==> config.mk <==
export PLATFORM = sky130hd
export DESIGN_NAME = csv_decimal_field_parser_unit
export DESIGN_NICKNAME = d
export VERILOG_FILES = /design/src/hw/rtl/csvdp_pkg.sv /design/src/hw/rtl/csvdp_classify.sv /design/src/hw/rtl/csvdp_step.sv /design/src/hw/rtl/csv_decimal_field_parser_unit.sv
export SDC_FILE = /design/constraint.sdc
export NUM_CORES = 1
export LEC_CHECK = 0
export ABC_AREA = 1
export BUFFER_PORTS_ARGS = -buffer_cell sky130_fd_sc_hd__buf_2
export CAP_MARGIN = 20
export CORE_MARGIN = 4
export CORE_UTILIZATION = 35
export DETAILED_ROUTE_END_ITERATION = 10
export PLACE_DENSITY = 0.59
export SYNTH_ARGS = -nofsm -noshare
export SYNTH_HDL_FRONTEND = slang
export SYNTH_SLANG_ARGS = --single-unit
==> constraint.sdc <==
create_clock -name clock -period 3.4 [get_ports clock]
set_input_delay 0.68 -clock clock [delete_from_list [all_inputs] [get_ports clock]]
set_output_delay 0.68 -clock clock [all_outputs]
set_load 0.01 [all_outputs]
==> src/hw/rtl/csvdp_pkg.sv <==
// Shared constants, types and byte codes for the CSV decimal field parser.
`default_nettype none

package csvdp_pkg;

   localparam int MAX_DIGITS = 5;
   localparam int NUM_AXES   = 4;

   localparam int BYTE_W      = 8;
   localparam int DIGIT_W     = 4;
   localparam int VALUE_W     = 17;
   localparam int AXIS_W      = 2;
   localparam int PROD_W      = VALUE_W + 4;
   localparam int DIGIT_CNT_W = $clog2(MAX_DIGITS + 1);
   localparam int FIELD_IDX_W = $clog2(NUM_AXES + 1);

   localparam logic [VALUE_W-1:0] VALUE_MAX = {VALUE_W{1'b1}};

   localparam logic [BYTE_W-1:0] CHAR_ZERO  = 8'h30;
   localparam logic [BYTE_W-1:0] CHAR_NINE  = 8'h39;
   localparam logic [BYTE_W-1:0] CHAR_COMMA = 8'h2C;
   localparam logic [BYTE_W-1:0] CHAR_LF    = 8'h0A;
   localparam logic [BYTE_W-1:0] CHAR_CR    = 8'h0D;

   typedef struct packed {
      logic               is_digit;
      logic               is_comma;
      logic               is_eol;
      logic [DIGIT_W-1:0] digit;
   } byte_class_type;

   typedef struct packed {
      logic               emit;
      logic [VALUE_W-1:0] field_value;
      logic [AXIS_W-1:0]  axis_index;
      logic               is_buttons;
   } result_type;

   typedef struct packed {
      logic [DIGIT_CNT_W-1:0] digit_count;
      logic [FIELD_IDX_W-1:0] field_index;
   } parse_status_type;

endpackage

`default_nettype wire

==> src/hw/rtl/csvdp_classify.sv <==
// Byte decoder: sorts a received byte into digit, comma, line end or other.
`default_nettype none

module csvdp_classify (
   input  wire logic [csvdp_pkg::BYTE_W-1:0] rx_byte,
   output csvdp_pkg::byte_class_type         byte_class
);

   logic [csvdp_pkg::BYTE_W-1:0] digit_offset;

   assign digit_offset = rx_byte - csvdp_pkg::CHAR_ZERO;

   always_comb begin
      byte_class.is_digit = (rx_byte >= csvdp_pkg::CHAR_ZERO) &&
                            (rx_byte <= csvdp_pkg::CHAR_NINE);
      byte_class.is_comma = (rx_byte == csvdp_pkg::CHAR_COMMA);
      byte_class.is_eol   = (rx_byte == csvdp_pkg::CHAR_LF) ||
                            (rx_byte == csvdp_pkg::CHAR_CR);
      byte_class.digit    = digit_offset[csvdp_pkg::DIGIT_W-1:0];
   end

endmodule

`default_nettype wire

==> src/hw/rtl/csvdp_step.sv <==
// Parse state (accumulator, digit count, field index) and per-byte update.
`default_nettype none

module csvdp_step (
   input  wire logic                   clock,
   input  wire logic                   reset,
   input  wire logic                   enable,
   input  csvdp_pkg::byte_class_type   byte_class,
   output csvdp_pkg::result_type       result,
   output csvdp_pkg::parse_status_type status
);

   logic [csvdp_pkg::VALUE_W-1:0]     accum_value_ff, accum_value_in;
   logic [csvdp_pkg::DIGIT_CNT_W-1:0] digit_count_ff, digit_count_in;
   logic [csvdp_pkg::FIELD_IDX_W-1:0] field_index_ff, field_index_in;

   logic [csvdp_pkg::PROD_W-1:0]  accum_wide;
   logic [csvdp_pkg::PROD_W-1:0]  next_wide;
   logic [csvdp_pkg::VALUE_W-1:0] next_value;
   logic                          have_digits;
   logic                          room_for_digit;
   logic                          axis_open;

   // accum*10 + digit, saturated at the field width
   assign accum_wide = csvdp_pkg::PROD_W'(accum_value_ff);
   assign next_wide  = (accum_wide << 3) + (accum_wide << 1) +
                       csvdp_pkg::PROD_W'(byte_class.digit);
   assign next_value = (next_wide > csvdp_pkg::PROD_W'(csvdp_pkg::VALUE_MAX)) ?
                       csvdp_pkg::VALUE_MAX : next_wide[csvdp_pkg::VALUE_W-1:0];

   assign have_digits    = (digit_count_ff != '0);
   assign room_for_digit = (digit_count_ff <
                            csvdp_pkg::DIGIT_CNT_W'(csvdp_pkg::MAX_DIGITS));
   assign axis_open      = (field_index_ff <
                            csvdp_pkg::FIELD_IDX_W'(csvdp_pkg::NUM_AXES));

   always_comb begin
      accum_value_in     = accum_value_ff;
      digit_count_in     = digit_count_ff;
      field_index_in     = field_index_ff;
      result.emit        = 1'b0;
      result.field_value = accum_value_ff;
      result.axis_index  = csvdp_pkg::AXIS_W'(field_index_ff);
      result.is_buttons  = 1'b0;

      if (byte_class.is_digit) begin
         if (room_for_digit) begin
            accum_value_in = next_value;
            digit_count_in = digit_count_ff + 1'b1;
         end
      end else if (byte_class.is_comma) begin
         if (have_digits) begin
            // drop values past the last axis slot
            if (axis_open) begin
               result.emit    = 1'b1;
               field_index_in = field_index_ff + 1'b1;
            end
            accum_value_in = '0;
            digit_count_in = '0;
         end
      end else if (byte_class.is_eol) begin
         if (have_digits) begin
            result.emit       = 1'b1;
            result.axis_index = '0;
            result.is_buttons = 1'b1;
            accum_value_in    = '0;
            digit_count_in    = '0;
            field_index_in    = '0;
         end
      end
   end

   always_ff @(posedge clock) begin
      if (reset) begin
         accum_value_ff <= '0;
         digit_count_ff <= '0;
         field_index_ff <= '0;
      end else if (enable) begin
         accum_value_ff <= accum_value_in;
         digit_count_ff <= digit_count_in;
         field_index_ff <= field_index_in;
      end
   end

   assign status.digit_count = digit_count_ff;
   assign status.field_index = field_index_ff;

endmodule

`default_nettype wire

==> src/hw/rtl/csv_decimal_field_parser_unit.sv <==
// An accepted item is held in the input register; any result it yields loads into the
// result register when that held item is consumed, which waits while the result stalls.
// Throughput: one item per cycle while the result is not stalled; the parse state and the
// result register update only at the edge that consumes the held item.
// Reset (synchronous, active high) empties both registers and clears the
// accumulator, digit count and field index; payload registers keep their value.
`default_nettype none

module csv_decimal_field_parser_unit (
   input  wire logic                                clock,
   input  wire logic                                reset,
   input  wire logic                                req_valid,
   output      logic                                req_stall,
   input  wire logic [csvdp_pkg::BYTE_W-1:0]        req_rx_byte,
   output      logic                                rsp_valid,
   input  wire logic                                rsp_stall,
   output      logic [csvdp_pkg::VALUE_W-1:0]       rsp_field_value,
   output      logic [csvdp_pkg::AXIS_W-1:0]        rsp_axis_index,
   output      logic                                rsp_is_buttons
);

   logic                          in_valid_ff;
   logic [csvdp_pkg::BYTE_W-1:0]  in_byte_ff;
   logic                          out_valid_ff, out_valid_in;
   csvdp_pkg::result_type         out_result_ff;

   logic                          out_free;
   logic                          consume;
   csvdp_pkg::byte_class_type     byte_class;
   csvdp_pkg::result_type         step_result;
   csvdp_pkg::parse_status_type   status;

   assign out_free  = !out_valid_ff || !rsp_stall;
   assign consume   = in_valid_ff && out_free;
   assign req_stall = in_valid_ff && !out_free;

   csvdp_classify u_classify (
      .rx_byte    (in_byte_ff),
      .byte_class (byte_class)
   );

   csvdp_step u_step (
      .clock      (clock),
      .reset      (reset),
      .enable     (consume),
      .byte_class (byte_class),
      .result     (step_result),
      .status     (status)
   );

   // input register: refill whenever the held item moves on
   always_ff @(posedge clock) begin
      if (reset) begin
         in_valid_ff <= 1'b0;
      end else if (!req_stall) begin
         in_valid_ff <= req_valid;
      end
   end

   always_ff @(posedge clock) begin
      if (req_valid && !req_stall) begin
         in_byte_ff <= req_rx_byte;
      end
   end

   // result register: hold while stalled
   always_comb begin
      out_valid_in = out_valid_ff;
      if (out_free) begin
         out_valid_in = consume && step_result.emit;
      end
   end

   always_ff @(posedge clock) begin
      if (reset) begin
         out_valid_ff <= 1'b0;
      end else begin
         out_valid_ff <= out_valid_in;
      end
   end

   always_ff @(posedge clock) begin
      if (consume && step_result.emit) begin
         out_result_ff <= step_result;
      end
   end

   assign rsp_valid       = out_valid_ff;
   assign rsp_field_value = out_result_ff.field_value;
   assign rsp_axis_index  = out_result_ff.axis_index;
   assign rsp_is_buttons  = out_result_ff.is_buttons;

`ifndef SYNTHESIS
   a_field_index_bound : assert property (@(posedge clock) disable iff (reset)
      status.field_index <= csvdp_pkg::FIELD_IDX_W'(csvdp_pkg::NUM_AXES))
      else $error("field index past axis count");

   a_digit_count_bound : assert property (@(posedge clock) disable iff (reset)
      status.digit_count <= csvdp_pkg::DIGIT_CNT_W'(csvdp_pkg::MAX_DIGITS))
      else $error("digit count past limit");

   a_buttons_axis_zero : assert property (@(posedge clock) disable iff (reset)
      (rsp_valid && rsp_is_buttons) |-> (rsp_axis_index == '0))
      else $error("button word with nonzero axis");

   a_emit_clears_digits : assert property (@(posedge clock) disable iff (reset)
      (consume && step_result.emit) |=> (status.digit_count == '0))
      else $error("digits not cleared after a result");

   a_stall_needs_item : assert property (@(posedge clock) disable iff (reset)
      req_stall |-> (in_valid_ff && out_valid_ff))
      else $error("input stalled with no held item");
`endif

endmodule

`default_nettype wire
=== After elaboration in Yosys (flattened, before gate mapping) ===
Index checks and enable logic that the tools add are counted.

* Add/subtract/negate cells: 5
* $mul: 0
* Div/mod/pow operators: 0
* $lt $le $gt $ge: 5
* Equality and inequality tests: 5
* Shift-type cells: 0
* Muxes and demuxes: 26
* Bitwise logic cells: 2
* Reduce and logical (&&, ||, !) cells: 17

{| class="wikitable"
|+ Operator list
! cell !! number
|-
| $mux W17 || 6
|-
| $mux W3 || 14
|-
| $add A20 B18 Y21 || 1
|-
| $add A21 B4 Y21 || 1
|-
| $gt A21 B17 Y1 const B || 1
|-
| $eq A8 B4 Y1 const B || 2
|-
| $eq A8 B6 Y1 const B || 1
|-
| $ge A8 B6 Y1 const B || 1
|-
| $le A8 B6 Y1 const B || 1
|-
| $add A3 B1 Y3 const B || 2
|-
| $lt A3 B3 Y1 const B || 2
|-
| $mux W1 || 6
|-
| $reduce_bool A3 Y1 || 2
|-
| $logic_and A1 B1 Y1 || 5
|-
| $reduce_and A5 Y1 || 1
|-
| $logic_not A1 Y1 || 4
|-
| $ne A2 B1 Y1 const B || 2
|-
| $sub A4 B1 Y4 const B || 1
|-
| $reduce_and A3 Y1 || 1
|-
| $reduce_or A3 Y1 || 1
|-
| $logic_or A1 B1 Y1 || 2
|-
| $not A1 Y1 || 2
|-
| $reduce_bool A2 Y1 || 1
|}

* Register bits: 53
* Bits in latches: 0
* Memory bits (writable): 0
* Bits in read-only memories: 0
* Logic and storage cells: 69
* Memories: 0

=== Depth between registers and ports, before layout ===
* Depth after elaboration: 6
* Mapped depth: 19

=== Cells and area by module ===
From an unflattened synthesis, not the netlist that was laid out.

* Cells, all modules: 451
* Area total of the unflattened synthesis: 3580.9 µm²

{| class="wikitable"
|+ Modules (own cells, without submodules)
! module !! instances !! cells each !! area an instance (µm²) !! sequential area each (µm²)
|-
| csvdp_step || 1 || 373 || 2487.4 || 460.4
|-
| csv_decimal_field_parser_unit || 1 || 46 || 945.9 || 880.8
|-
| csvdp_classify || 1 || 32 || 147.6 || 0.0
|}

=== Worst setup path after synthesis ===
OpenSTA, ideal clock, no wires.

* Kind: flip-flop to flip-flop
* From: register in_byte_ff[3] (netlist bit)
* To: register u_step.accum_value_ff[7] (netlist bit)
* Setup time: 0.132 ns
* Arrival: 2.502 ns
* Path slack: 0.766 ns
* Cell stages (with the launch flop): 18
* Path buffers: 1
* Path through: edfxtp_1 > inv_2 > fa_1 > inv_1 > fa_1 > inv_1 > nor2_2 > nor2_2 > o21ai_2 > nand2_2 > nand3_1 > nand2_2 > nand2_4 > nor2_8 > buf_12 > nand2_2 > nand2_2 > a21oi_2

* Word-level cells in the longest chain between the ends: 6
* Elaborated cells on any way between the ends: 17
* Those cells by class: 2 x add/sub; 3 x order compare; 4 x eq/ne; 4 x mux; 4 x reduce/logical

{| class="wikitable"
|+ Ends and longest elaborated chain
! element !! line !! RTL
|-
| start, declared || csv_decimal_field_parser_unit.sv:23 || <nowiki>logic [csvdp_pkg::BYTE_W-1:0] in_byte_ff;</nowiki>
|-
| start signal, assigned || csv_decimal_field_parser_unit.sv:62 || <nowiki>in_byte_ff <= req_rx_byte;</nowiki>
|-
| $sub A4 B1 Y4 || csvdp_classify.sv:11 || <nowiki>assign digit_offset = rx_byte - csvdp_pkg::CHAR_ZERO;</nowiki>
|-
| $add A21 B4 Y21 || csvdp_step.sv:26 || <nowiki>assign next_wide = (accum_wide << 3) + (accum_wide << 1) +</nowiki>
|-
| $gt A21 B17 Y1 || csvdp_step.sv:28 || <nowiki>assign next_value = (next_wide > csvdp_pkg::PROD_W'(csvdp_pkg::VALUE_MAX)) ?</nowiki>
|-
| $mux W17 || csvdp_step.sv:28 ||
|-
| $mux W17 || csvdp_step.sv:47 || <nowiki>if (room_for_digit) begin</nowiki>
|-
| $mux W17 || csvdp_step.sv:46 || <nowiki>if (byte_class.is_digit) begin</nowiki>
|-
| end signal, assigned || csvdp_step.sv:79 || <nowiki>accum_value_ff <= accum_value_in;</nowiki>
|-
| end, declared || csvdp_step.sv:13 || <nowiki>logic [csvdp_pkg::VALUE_W-1:0] accum_value_ff, accum_value_in;</nowiki>
|}

Parallel ways exist; a longest one is shown, timed or not. The select of a mux whose other input is x is not followed.
A chain may end at the register's enable or synchronous reset.

=== Worst setup path after layout ===
* From: register in_byte_ff[3] (netlist bit)
* To: register u_step.accum_value_ff[6] (netlist bit)

The elaborated chain is that of the path after synthesis.

==> results_dict.tcl <==
set metrics [dict create \
    sequentialPowerShare_pct 64.6 \
    status "finished clean" \
    grt_max_degree 22 \
    hold_end "u_step.field_index_ff[2]" \
    cts_inserted_buffers 5 \
    swShare_pct 21.2 \
    worstSetupStartpointType "flop" \
    layout_common_cells "94 x nand2_1, 42 x inv_1, 36 x ha_1" \
    area_growth_pct 10.3 \
    place_congestion 0.870 \
    crit_path_cell_trace "inv_2 > fa_1 > inv_1 > fa_1 > inv_1 > nor2_2 > nor2_2 > o21ai_2 > nand2_2 > nand3_1 > nand2_2 > nand2_4 > nor2_8 > nand2_1 > nand2_1 > a21oi_1" \
    hold_path.class "reg2reg" \
    hold_violations 0 \
    wl_per_cell_um 11.6 \
    die_y_um 107 \
    fin_cells 577 \
    h-tree-depth 2 \
    initial_core_util_pct 35.7 \
    crit_fanout 17 \
    dp_slack_ns 0.526 \
    synthSimpleGateAreaFrac_pct 26.8 \
    power_frac_comb_pct 3.5 \
    cpPeakStageDelay_ns 0.53 \
    multi_input_area_mm2 0.00184 \
    min_path_cells 2 \
    p_leak_nw 1.87 \
    synth_xor_area_share_pct 3.29 \
    ant_nets 0 \
    cts_buffer_depth 2 \
    dr.pass1.iters 4 \
    fp.dieW_um 107 \
    synth_top_family_by_area "simple AND/OR/NAND/NOR gates" \
    cts_root_buf "clkbuf_8" \
    tns_ns 0 \
    hp-start "u_step.field_index_ff[2]" \
    final_area_mm2 0.00381 \
    yosys_warnings 0 \
    p_int_w 0.000834 \
    critical_path_class "reg2reg" \
    insertion_delay_ns 0.31 \
    antenna_found_initial 0 \
    drt_iter0_drc 141 \
    muxShareOfSynthArea_pct 0 \
    final_common_cell "nand2_1" \
    overflow 0 \
    netSwitchingPower_w 0.000225 \
    placedCellCount 569 \
    cts.sinks 53 \
    cp-end-kind "flop" \
    grt_pass1_wl_um 11500 \
    viasPerCell 4.59 \
    vias 2649 \
    slew_violations 0 \
    place_area_mm2 0.00373 \
    synth_cells 408 \
    rr_startpoint "in_byte_ff[3]" \
    synth_cell_types 41 \
    cp.arrival_ns 3.04 \
    post_cts_buffers 0 \
    slew_headroom_pct 54.9 \
    reg2reg_to "u_step.accum_value_ff[6]" \
    dieArea_mm2 0.0115 \
    period_share_pct 84.5 \
    powerDensity_mw_per_mm2 278 \
    clock_skew_ns 0.0104 \
    cp_slowest_cell "fa_1" \
    rsz0062_at_grt "false" \
    critPathTopFamily "adder cells" \
    io-pin-count 34 \
    cts_resized 0 \
    port_buffers 33 \
    synth_area_mm2 0.00346 \
    fill_cells 970 \
    cts_tree "yes" \
    timing.final.ws_setup_ns 0.527 \
    peakVddDrop_uv 154 \
    mappedNetlistNets 458 \
    rows 36 \
    synth_area_per_cell_um2 8.47 \
    critPathBufInv 3 \
    nNetsFinal 493 \
    worst_pin_slew_ns 0.672 \
    path_clk_slew_ns 0.09 \
    finalCriticalPeriod_ns 2.87 \
    fmax_mhz 348 \
    worst_ep_required_time_ns 3.57 \
    synth_compound_area_share_pct 8.91 \
    cap_violations 0 \
    ctsHoldBuffers 0 \
    core-area_mm2 0.00968 \
    synth-seq-area-share_pct 38.8 \
    track_usage_pct 12.1 \
    r2r_cells 16 \
    ys_ff_latch 53 \
    totalWireLength_um 6680 \
    insertedDiodeCount 0 \
    dp_hpwl_um 5420 \
    first_global_vias 2533 \
    clockPowerShare_pct 31.9 \
    setup_violations 0 \
    regToRegSetupSlack_ns 0.53 \
    final-seq-area_mm2 0.00134 \
    synthAdderAreaFrac_pct 14.2 \
    drc 0 \
    drive_gt1_share_pct 22.7 \
]
-- cell families (layout without fill, tap and decap cells) --
| kind of cell | Yosys count | after routing |
|---|---|---|
| simple gates | 196 | 196 |
| buf+inv | 59 | 95 |
| flops | 53 | 53 |
| compound gates | 49 | 49 |
| fa+ha+maj | 38 | 38 |
| xor+xnor | 13 | 13 |
-- routing by layer --
layer / track usage [%] / wire (µm) / up-vias / share of wire [%]
li1: - / - / 1406 / -
met1: 17.3 / 3360 / 1200 / 50
met2: 19.0 / 3000 / 33 / 45
met3: 1.50 / 187 / 10 / 2.8
met4: 4.24 / 128 / 0 / 1.9
met5: 0 / 0 / - / 0
-- cells in the mapped netlist --
cell type	n	area, µm²
o21ai_1	1	5.00
buf_4	1	7.51
a211oi_1	1	7.51
and2_1	1	6.26
nand3_4	1	17.5
fa_1	2	40.0
bufbuf_8	1	18.8
o211ai_1	1	7.51
dfxtp_1	25	500
inv_1	42	158
nor3_1	4	20.0
nor2_1	24	90.1
nand2_4	1	11.3
a21oi_2	12	105
a31oi_1	1	6.26
or2_1	1	6.26
clkinv_1	1	3.75
nor3_2	1	10.0
nand4_1	2	12.5
o21ai_0	4	20.0
nand3b_1	1	7.51
a21oi_1	25	125
inv_2	8	30.0
nor2_2	2	12.5
clkbuf_8	2	27.5
buf_12	1	20.0
nand3_2	1	10.0
nand2_2	29	181
nand3_1	32	160
o31ai_1	1	7.51
buf_2	1	5.00
o21bai_1	2	15.0
nand2_1	94	353
or3_1	1	6.26
ha_1	36	450
nor2_8	1	20.0
xnor2_1	9	78.8
o21ai_2	1	8.76
xor2_1	4	35.0
edfxtp_1	28	841
clkbuf_1	2	7.51
-- worst max path at each step --
| stage | from | endpoint | cells past startpoint |
|---|---|---|---|
| 2_1_floorplan | in_byte_ff[3] | u_step.accum_value_ff[7] | 17 |
| 3_3_place_gp | in_byte_ff[3] | u_step.accum_value_ff[0] | 12 |
| 3_5_place_dp | in_byte_ff[3] | u_step.accum_value_ff[3] | 16 |
| 4_1_cts | in_byte_ff[3] | u_step.accum_value_ff[6] | 16 |
| 5_1_grt | in_byte_ff[3] | u_step.accum_value_ff[6] | 16 |
| 6_report | in_byte_ff[3] | u_step.accum_value_ff[6] | 16 |
-- tightest hold or removal path: stages, from the launching register on --
cell     delay (ns)
dfxtp_1        0.31
inv_1          0.08
a21oi_1        0.07
-- flip-flops by register name, indices dropped and copies added, names as in the netlist --
register and count:
rsp_valid 1, rsp_axis_index 2, u_step.field_index_ff 3, rsp_is_buttons 1, u_step.accum_value_ff 17, u_step.digit_count_ff 3
in_valid_ff 1, rsp_field_value 17, in_byte_ff 8
-- final cells by class --
| class | instances | area share [%] |
|---|---|---|
| Multi-Input combinational cell | 296 | 48.2 |
| Sequential cell | 53 | 35.2 |
| Inverter | 51 | 5.02 |
| Timing Repair Buffer | 36 | 4.92 |
| Tap cell | 133 | 4.36 |
| Clock buffer | 5 | 1.81 |
| Clock inverter | 3 | 0.459 |
-- power by group through the flow --
stage,clock (W),combinational (W),sequential [W]
3_3_place_gp,0,0.0000373,0.000699
4_1_cts,0.000353,0.0000379,0.000684
3_5_place_dp,0,0.0000374,0.000699
6_report,0.000338,0.0000371,0.000684
2_1_floorplan,0,0.0000270,0.000697
5_1_grt,0.000381,0.0000432,0.000685
-- metrics by stage --
step	power, W	hold WS (ns)	utilization, %
2_1_floorplan	0.000724	0.435	-
3_3_place_gp	0.000736	0.472	38.5
3_5_place_dp	0.000736	0.481	38.5
4_1_cts	0.00107	0.495	39.4
5_1_grt	0.00111	0.521	39.4
6_report	0.00106	0.488	39.4
No activity file was read; power rests on OpenSTA's default activity.
